$ cat src/rtl/lrukv_pkg.sv
// Package for the LRU key-value cache with expiry: types, codes and constants.
// No dependencies.
package lrukv_pkg;

    localparam int DEF_CAPACITY   = 4;
    localparam int DEF_KEY_BITS   = 32;
    localparam int DEF_VALUE_BITS = 32;

    typedef enum logic [2:0] {
        FUNC_SET    = 3'd0,
        FUNC_GET    = 3'd1,
        FUNC_DEL    = 3'd2,
        FUNC_EXISTS = 3'd3,
        FUNC_EXPIRE = 3'd4,
        FUNC_TTL    = 3'd5,
        FUNC_TICK   = 3'd6
    } func_t;

    localparam logic [2:0] ST_OK   = 3'd0;
    localparam logic [2:0] ST_NIL  = 3'd1;
    localparam logic [2:0] ST_VAL  = 3'd2;
    localparam logic [2:0] ST_FLAG = 3'd3;
    localparam logic [2:0] ST_TTL  = 3'd4;

    typedef struct packed {
        logic [2:0]         func;
        logic [31:0]        key;
        logic [31:0]        data_in;
        logic signed [31:0] seconds;
    } cmd_t;

    typedef struct packed {
        logic [2:0]         status;
        logic [31:0]        data_out;
        logic signed [31:0] answer;
    } rsp_t;

    typedef enum logic [2:0] {
        S_IDLE,
        S_SEARCH,
        S_CHECK,
        S_DROP,
        S_EXEC,
        S_RANK,
        S_DONE
    } state_t;

    // Controller to datapath.
    typedef struct packed {
        logic load;     // capture command
        logic search;   // register match and victim search
        logic check;    // register expiry check of the hit
        logic drop;     // remove the hit (expired or deleted)
        logic exec;     // perform the command
        logic rank;     // apply the pending recency update
        logic respond;  // drive the result strobe
    } ctrl_t;

    // Datapath to controller.
    typedef struct packed {
        logic [2:0] func;
        logic       hit;
        logic       expired;
    } stat_t;

endpackage

$ cat src/rtl/lrukv_ctrl.sv
// Controller for the LRU key-value cache: sequences one command at a time.
// Depends on lrukv_pkg.
module lrukv_ctrl
    import lrukv_pkg::*;
(
    input  logic  clk,
    input  logic  rst_n,
    input  logic  start,
    output logic  busy,
    input  stat_t st,
    output ctrl_t ctl
);

    state_t state_reg, state_next;

    // State register
    always_ff @(posedge clk or negedge rst_n)
    begin
        if (!rst_n)
        begin
            state_reg <= S_IDLE;
        end
        else
        begin
            state_reg <= state_next;
        end
    end

    // Next state and commands
    always_comb
    begin
        state_next = state_reg;
        ctl        = '0;
        busy       = (state_reg != S_IDLE);
        unique case (state_reg)
            S_IDLE:
            begin
                if (start)
                begin
                    ctl.load   = 1'b1;
                    state_next = S_SEARCH;
                end
            end
            S_SEARCH:
            begin
                ctl.search = 1'b1;
                state_next = S_CHECK;
            end
            S_CHECK:
            begin
                ctl.check  = 1'b1;
                state_next = S_DROP;
            end
            S_DROP:
            begin
                // expired keys seen by get, exists, expire or ttl and delete hits
                // remove the entry
                if (st.hit && (st.func == FUNC_DEL
                    || (st.expired && (st.func == FUNC_GET || st.func == FUNC_EXISTS
                        || st.func == FUNC_EXPIRE || st.func == FUNC_TTL))))
                begin
                    ctl.drop = 1'b1;
                end
                state_next = S_EXEC;
            end
            S_EXEC:
            begin
                ctl.exec   = 1'b1;
                state_next = S_RANK;
            end
            S_RANK:
            begin
                ctl.rank   = 1'b1;
                state_next = S_DONE;
            end
            S_DONE:
            begin
                ctl.respond = 1'b1;
                state_next  = S_IDLE;
            end
            default:
            begin
                state_next = S_IDLE;
            end
        endcase
    end

endmodule

$ cat src/rtl/lrukv_dp.sv
// Datapath for the LRU key-value cache: entry registers, search, ranks, clock.
// Depends on lrukv_pkg.
module lrukv_dp
    import lrukv_pkg::*;
#(
    parameter int CAPACITY   = DEF_CAPACITY,
    parameter int KEY_BITS   = DEF_KEY_BITS,
    parameter int VALUE_BITS = DEF_VALUE_BITS
)
(
    input  logic  clk,
    input  logic  rst_n,
    input  cmd_t  cmd,
    input  ctrl_t ctl,
    output stat_t st,
    output logic  strobe,
    output rsp_t  result
);

    localparam int IW = (CAPACITY > 1) ? $clog2(CAPACITY) : 1;
    localparam int RW = IW;

    // Entry storage
    logic [CAPACITY-1:0]   valid_reg;
    logic [KEY_BITS-1:0]   key_reg   [CAPACITY];
    logic [VALUE_BITS-1:0] value_reg [CAPACITY];
    logic [CAPACITY-1:0]   hasexp_reg;
    logic [63:0]           exp_reg   [CAPACITY];
    logic [RW-1:0]         rank_reg  [CAPACITY];

    logic [63:0] now_reg;
    cmd_t        cmd_reg;
    logic        hit_reg, expired_reg, free_reg;
    logic [IW-1:0] slot_reg, free_slot_reg, lru_slot_reg;
    // pending rank update: mode 0 none, 1 make front, 2 drop, 3 insert
    logic [1:0]    rmode_reg;
    logic [IW-1:0] rslot_reg;
    logic [RW-1:0] rref_reg;
    logic          strobe_reg;
    rsp_t          result_reg;

    localparam logic [1:0] RM_NONE  = 2'd0;
    localparam logic [1:0] RM_FRONT = 2'd1;
    localparam logic [1:0] RM_DROP  = 2'd2;
    localparam logic [1:0] RM_INS   = 2'd3;

    logic [KEY_BITS-1:0]   key_w;
    logic [VALUE_BITS-1:0] val_w;
    assign key_w = KEY_BITS'(cmd_reg.key);
    assign val_w = VALUE_BITS'(cmd_reg.data_in);

    // Match, first free and LRU search (combinational, registered in SEARCH)
    logic          m_hit, m_free;
    logic [IW-1:0] m_slot, m_free_slot, m_lru_slot;
    logic [RW-1:0] m_best;
    always_comb
    begin
        m_hit = 1'b0; m_free = 1'b0;
        m_slot = '0; m_free_slot = '0; m_lru_slot = '0; m_best = '0;
        for (int i = 0; i < CAPACITY; i++)
        begin
            if (!m_hit && valid_reg[i] && key_reg[i] == key_w)
            begin
                m_hit  = 1'b1;
                m_slot = IW'(i);
            end
            if (!m_free && !valid_reg[i])
            begin
                m_free      = 1'b1;
                m_free_slot = IW'(i);
            end
            if (rank_reg[i] >= m_best)
            begin
                m_best     = rank_reg[i];
                m_lru_slot = IW'(i);
            end
        end
    end

    logic [63:0] diff_w;
    assign diff_w = exp_reg[slot_reg] - now_reg;
    logic [63:0] secs_w;
    assign secs_w = 64'(cmd_reg.seconds);

    assign st.func    = cmd_reg.func;
    assign st.hit     = hit_reg;
    assign st.expired = expired_reg;

    // Sequencing of the datapath registers
    always_ff @(posedge clk or negedge rst_n)
    begin
        if (!rst_n)
        begin
            valid_reg  <= '0;
            now_reg    <= '0;
            strobe_reg <= 1'b0;
            rmode_reg  <= RM_NONE;
        end
        else
        begin
            strobe_reg <= ctl.respond;
            if (ctl.load)
            begin
                cmd_reg    <= cmd;
                result_reg <= '0;
                rmode_reg  <= RM_NONE;
            end
            if (ctl.search)
            begin
                hit_reg       <= m_hit;
                slot_reg      <= m_slot;
                free_reg      <= m_free;
                free_slot_reg <= m_free_slot;
                lru_slot_reg  <= m_lru_slot;
            end
            if (ctl.check)
            begin
                expired_reg <= hasexp_reg[slot_reg]
                               && (diff_w == '0 || diff_w[63]);
            end
            if (ctl.drop)
            begin
                valid_reg[slot_reg] <= 1'b0;
                rmode_reg           <= RM_DROP;
                rref_reg            <= rank_reg[slot_reg];
                if (cmd_reg.func != FUNC_DEL)
                begin
                    hit_reg <= 1'b0;
                end
            end
            if (ctl.exec)
            begin
                unique case (cmd_reg.func)
                    FUNC_SET:
                    begin
                        if (hit_reg)
                        begin
                            value_reg[slot_reg]  <= val_w;
                            hasexp_reg[slot_reg] <= 1'b0;
                            rmode_reg <= RM_FRONT;
                            rslot_reg <= slot_reg;
                            rref_reg  <= rank_reg[slot_reg];
                        end
                        else
                        begin
                            logic [IW-1:0] s;
                            s = free_reg ? free_slot_reg : lru_slot_reg;
                            valid_reg[s]  <= 1'b1;
                            key_reg[s]    <= key_w;
                            value_reg[s]  <= val_w;
                            hasexp_reg[s] <= 1'b0;
                            exp_reg[s]    <= '0;
                            rmode_reg     <= RM_INS;
                            rslot_reg     <= s;
                            // full store: victim rank drops out; others shift
                            rref_reg      <= free_reg ? '1 : rank_reg[s];
                        end
                    end
                    FUNC_GET:
                    begin
                        if (hit_reg)
                        begin
                            result_reg.status   <= ST_VAL;
                            result_reg.data_out <= 32'(value_reg[slot_reg]);
                            rmode_reg <= RM_FRONT;
                            rslot_reg <= slot_reg;
                            rref_reg  <= rank_reg[slot_reg];
                        end
                        else
                        begin
                            result_reg.status <= ST_NIL;
                        end
                    end
                    FUNC_DEL, FUNC_EXISTS:
                    begin
                        result_reg.status <= ST_FLAG;
                        result_reg.answer <= {31'd0, hit_reg};
                    end
                    FUNC_EXPIRE:
                    begin
                        result_reg.status <= ST_FLAG;
                        result_reg.answer <= {31'd0, hit_reg};
                        if (hit_reg)
                        begin
                            hasexp_reg[slot_reg] <= 1'b1;
                            exp_reg[slot_reg]    <= now_reg + secs_w;
                        end
                    end
                    FUNC_TTL:
                    begin
                        result_reg.status <= ST_TTL;
                        if (!hit_reg)
                            result_reg.answer <= -32'sd2;
                        else if (!hasexp_reg[slot_reg])
                            result_reg.answer <= -32'sd1;
                        else
                            result_reg.answer <= diff_w[31:0];
                    end
                    FUNC_TICK:
                    begin
                        now_reg <= now_reg + 64'd1;
                    end
                    default:
                    begin
                    end
                endcase
            end
            if (ctl.rank)
            begin
                for (int i = 0; i < CAPACITY; i++)
                begin
                    case (rmode_reg)
                        RM_FRONT:
                        begin
                            if (IW'(i) == rslot_reg)
                                rank_reg[i] <= '0;
                            else if (valid_reg[i] && rank_reg[i] < rref_reg)
                                rank_reg[i] <= rank_reg[i] + RW'(1);
                        end
                        RM_DROP:
                        begin
                            if (valid_reg[i] && rank_reg[i] > rref_reg)
                                rank_reg[i] <= rank_reg[i] - RW'(1);
                        end
                        RM_INS:
                        begin
                            if (IW'(i) == rslot_reg)
                                rank_reg[i] <= '0;
                            else if (valid_reg[i])
                            begin
                                // full: ranks above victim drop then all rise
                                if (rank_reg[i] <= rref_reg)
                                    rank_reg[i] <= rank_reg[i] + RW'(1);
                            end
                        end
                        default:
                        begin
                        end
                    endcase
                end
            end
        end
    end

    assign strobe = strobe_reg;
    assign result = result_reg;

endmodule

$ cat src/rtl/lru_key_value_cache_with_expiry_top.sv
// From start to the result strobe the controller walks search, check, drop, execute
// and rank steps; a new command is taken only while busy is low.
// busy is high from the cycle after start until the result strobe cycle.
// The result strobe lasts one cycle; the receiver cannot stall.
// Reset (rst_n low, asynchronous) empties the store and clears the clock.
module lru_key_value_cache_with_expiry_top
    import lrukv_pkg::*;
#(
    parameter int CAPACITY   = DEF_CAPACITY,
    parameter int KEY_BITS   = DEF_KEY_BITS,
    parameter int VALUE_BITS = DEF_VALUE_BITS
)
(
    input  logic clk,
    input  logic rst_n,
    input  logic start,
    output logic busy,
    input  cmd_t cmd,
    output logic strobe,
    output rsp_t result
);

    ctrl_t ctl;
    stat_t st;

    lrukv_ctrl u_ctrl (
        .clk   (clk),
        .rst_n (rst_n),
        .start (start),
        .busy  (busy),
        .st    (st),
        .ctl   (ctl)
    );

    lrukv_dp #(
        .CAPACITY   (CAPACITY),
        .KEY_BITS   (KEY_BITS),
        .VALUE_BITS (VALUE_BITS)
    ) u_dp (
        .clk    (clk),
        .rst_n  (rst_n),
        .cmd    (cmd),
        .ctl    (ctl),
        .st     (st),
        .strobe (strobe),
        .result (result)
    );

endmodule

$ cat config.mk
export PLATFORM = sky130hd
export DESIGN_NAME = lru_key_value_cache_with_expiry_top
export DESIGN_NICKNAME = d
export VERILOG_FILES = /design/src/rtl/lrukv_pkg.sv /design/src/rtl/lrukv_ctrl.sv /design/src/rtl/lrukv_dp.sv /design/src/rtl/lru_key_value_cache_with_expiry_top.sv
export SDC_FILE = /design/constraint.sdc
export NUM_CORES = 1
export LEC_CHECK = 0
export BUFFER_PORTS_ARGS = -buffer_cell sky130_fd_sc_hd__buf_2
export CORE_ASPECT_RATIO = 1.1
export CORE_MARGIN = 2
export CORE_UTILIZATION = 50
export CTS_BUF_LIST = sky130_fd_sc_hd__clkbuf_2
export DETAILED_ROUTE_END_ITERATION = 6
export GPL_ROUTABILITY_DRIVEN = 0
export GPL_TIMING_DRIVEN = 1
export PLACE_DENSITY = 0.76
export SYNTH_ARGS = -nofsm -noshare
export SYNTH_HDL_FRONTEND = slang
export SYNTH_SLANG_ARGS = --single-unit
$ cat constraint.sdc
create_clock -name clk -period 8.2 [get_ports clk]
set_input_delay 0 -clock clk [delete_from_list [all_inputs] [get_ports clk]]
set_output_delay 0 -clock clk [all_outputs]
set_load 0.05 [all_outputs]
==> metrics list <==
- STA classifies the critical path startpoint as a flop.
- Synthesis inferred between 700 and 800 register bits.
- Die area: between 0.07 and 0.08 mm²
* Total leakage power: approximately 0.018 µW
* Max Freq: roughly 180 MHz
- Across the run, the number of max-cap violations was 0.
* Placeable core area: approximately 0.077 mm²
* Finished Cell Area: roughly 0.046 mm²
- Counting the fill cells in the layout gives a little over 6k.
- Unique cell type count in the Yosys netlist: 95
- Counting flops with a built-in enable in the synthesized netlist gives between 700 and 800.
- For this run, design rule violations remaining after detail routing come to 5.
- For this run, the total global-route usage over all layers was measured as 0.245.
- During synthesis, Yosys emitted a total of 0 warnings.
- H-Tree Depth: 4
- Setup violators final: 0
- Antenna violation net count after detailed routing: 0
* Number of endpoints with negative hold slack in the final report: 0
- For this block, the routed nets add up to about 98,000 µm of wire.
- Library cell used as clock root buffer: clkbuf_2
* Wire length of the first global-routing pass: about 150,000 µm
- For this run, the register share of the synthesized area comes to 0.593.
* Max reg flops: 256
* RSZ-0062 raised after global routing: false
- Largest area contributor in the netlist: edfxtp_1
- Power per unit of standard cell area: about 200 mW/mm²
* Slew @ Worst Pin: between 1000 and 1500 ps
- Synthesized net count: approximately 3.3k
* Top-level port count: about 170
- After synthesis, the largest family of logic cells by area is simple AND/OR/NAND/NOR gates.
- Number of antenna violations at the first check in global routing: 2
- Synthesis produced about 3.0k cells.
* Violations in the final reports: design-rule violations
- After synthesis, the share of cell area in mux cells is 0.0609.
* Worst slew margin relative to its limit: 0.140
- Measured along the x axis, the die boundary spans ~270 µm.
- In the final layout, the share of cells above drive strength 1 is 0.173.
- Dividing the detail-routed wire length by the instance count gives approximately 20 µm.
* Data required time at the worst endpoint: ~9500 ps
* Area share of xor/xnor cells in the synthesized design: 0.0646
* Vias in the first global route: about 28k
- Fraction of the mapped netlist area in compound gates: 0.103
- TritonCTS built the clock tree.
- In this run, post-CTS repair resized a total of 0 instances.
- The first detailed-routing pass ran for 7 iterations.
- The count of pins over their slew limit was 0.
- VDD sags by at most 0.185 mV.
* Via count normalized by instance count: between 5 and 6
- From synthesis to final layout, the design area changed by 18.0%.
- Total clock buffers created by CTS: 192
- After synthesis the cells add up to between 0.03 and 0.04 mm².
- PortBufs: 170
- Synth Area in Simple Gates: 0.109
* Iteration-0 DRC count of the detailed router: ~2.6k
* Post-route clock period utilization: 0.683
- Grt ovf: 0
- Counting along the longest clock path gives a buffer depth of 3.
* Cell types with the largest area share after synthesis: edfxtp_1 (54%), mux4_2 (5.8%), dfrtp_1 (4.8%)
- In this run the post-CTS setup repair buffer count came out at 0.
- Pin count of the biggest net entering global routing: 79
- For this run, the leading register cell type out of synthesis is edfxtp_1.
- WS Path Type: flop to flop
* Area share of fa/ha/maj cells after synthesis: 0.0475
- Setup TNS after final layout: 0 ps
- From bottom edge to top edge, the die measures slightly below 300 µm.
- Along the worst path, the maximum fanout reaches 33.
- The initial utilization of the core area, before any placement, comes to 0.502.
- Type of the most critical hold path: primary input to asynchronous set/reset pin
* Final Critical Period: roughly 5600 ps
- Clock skew after layout: around 120 ps
* Crit. End Element: flop
- Clock insertion delay at the later pin of the skew report: 1440 ps
* Syn avg cell area: between 10 and 15 µm²
- Data arrives at the worst endpoint at 6890 ps.
* Placed wire-length estimate after detailed placement: between 60,000 and 70,000 µm
- Async set or reset register ratio after synthesis: 0.0952
- Sink count of the clock tree: roughly 800
* Fraction of synthesized cell area taken by the top area cell type: 0.545
- Rows: between 100 and 150
- Outcome: finished with violations
- CTS clock-pin slew for the worst setup and hold paths: 140 ps
- Post-DP Area: between 0.04 and 0.05 mm²
- For this run, the post-layout net count is between 3k and 4k.
- The final route contains 27.8k vias.
cells in the final DEF (no fill, tap or decap), types with 62 or more instances in the layout:
| cell | instances |
|---|---|
| clkbuf_2 | 278 |
| mux4_2 | 99 |
| nor2_1 | 198 |
| nand2_1 | 260 |
| a21o_1 | 73 |
| nand4_1 | 62 |
| edfxtp_1 | 703 |
| ha_1 | 144 |
| xnor2_1 | 205 |
| o21ai_0 | 161 |
| a21oi_1 | 164 |
| nand3_1 | 70 |
| dfrtp_1 | 74 |
| inv_1 | 114 |
| dlygate4sd3_1 | 303 |
| buf_2 | 169 |
| xor2_1 | 81 |
Yosys cell counts, types with 14 or more instances:
cell,instances
inv_1,114
nand2b_1,26
mux4_2,99
edfxtp_1,703
a211oi_1,25
or3_1,18
nand2_1,260
a31oi_1,25
nand3_1,70
ha_1,144
clkbuf_1,83
o21ai_1,14
o31ai_1,16
a21oi_1,165
nor2_1,206
nor4_1,28
nor3_1,61
a21o_1,73
dfrtp_1,74
and2_1,14
o21a_1,22
xor2_1,81
nor2b_1,18
xnor2_1,205
o21ai_0,162
and3_1,31
nand4_1,62
o21bai_1,19
kinds of logic after synthesis:
logic type / count (synthesis)
AND/OR/NAND/NOR: 860
XOR/XNOR: 286
adder cells (fa/ha/maj): 146
buffers and inverters: 227
multiplexers: 112
flip-flops: 777
AO/OA/AOI/OAI: 627
power breakdown:
part	internal [µW]	total, µW	switching, µW
logic	686	1960	1270
clock network	1070	2710	1640
registers	4530	4700	170
layer usage:
layer	global-route usage	up-vias	part of all wire
met2	0.406	1239	0.48
li1	-	12800	-
met3	0.0570	285	0.076
met5	0	-	0
met1	0.310	13500	0.41
met4	0.104	0	0.039
final timing paths:
check                            startpoint                    end  slack, ps  cells past startpoint
max                        u_dp.slot_reg[0]       u_dp.expired_reg       2600                     15
min                                   rst_n       u_dp.now_reg[26]        210                      5
max reg2reg                u_dp.slot_reg[0]       u_dp.expired_reg       2600                     15
min reg2reg                  u_dp.val_w[13]  u_dp.value_reg[0][13]        500                      0
max in group asynchronous             rst_n       u_dp.now_reg[10]       6770                      6
min in group clk                      start      u_dp.rmode_reg[0]        270                      6
per-stage QoR:
stage	instances	hold WS [ps]	worst slack (ps)	total power (µW)	utilization
floorplan	3035	-296	1300	6020	-
global placement	4151	-30.1	2950	6560	0.529
detailed placement	4151	-31.2	2880	6580	0.529
CTS	4816	59.6	2860	9370	0.593
global route	4818	188	2330	9790	0.593
finish	4819	209	2600	9360	0.593
area by class of cell:
| type | instances | area (µm²) | area share |
|---|---|---|---|
| diodes | 3 | 7.51 | 0.000164 |
| flip-flops and latches | 777 | 23000 | 0.502 |
| repair buffers | 497 | 4100 | 0.0897 |
| clock inverters | 83 | 484 | 0.0106 |
| multi-input cells | 2031 | 15000 | 0.329 |
| well taps | 1035 | 1290 | 0.0283 |
| clock buffers | 278 | 1390 | 0.0304 |
| inverters | 115 | 432 | 0.00944 |
repair_timing:
action                                  4_1_cts  5_1_grt
hold endpoints to repair                    519        0
hold buffers                                304        0
endpoints found under the setup margin        0        0
critical path, stage by stage, from the launching register on:
cell and delay (ps):
edfxtp_1 420, buf_4 570, mux4_2 600, ha_1 290, nor2b_1 170, o2111ai_1 170, a31oi_1 460, a31oi_4 250
a2111oi_0 1100, o211ai_1 410, a21boi_1 250, o21ai_0 110, a211o_1 280, a211oi_2 220, nand4_1 120, nand2_1 100
Power figures use the tool's default switching activity.
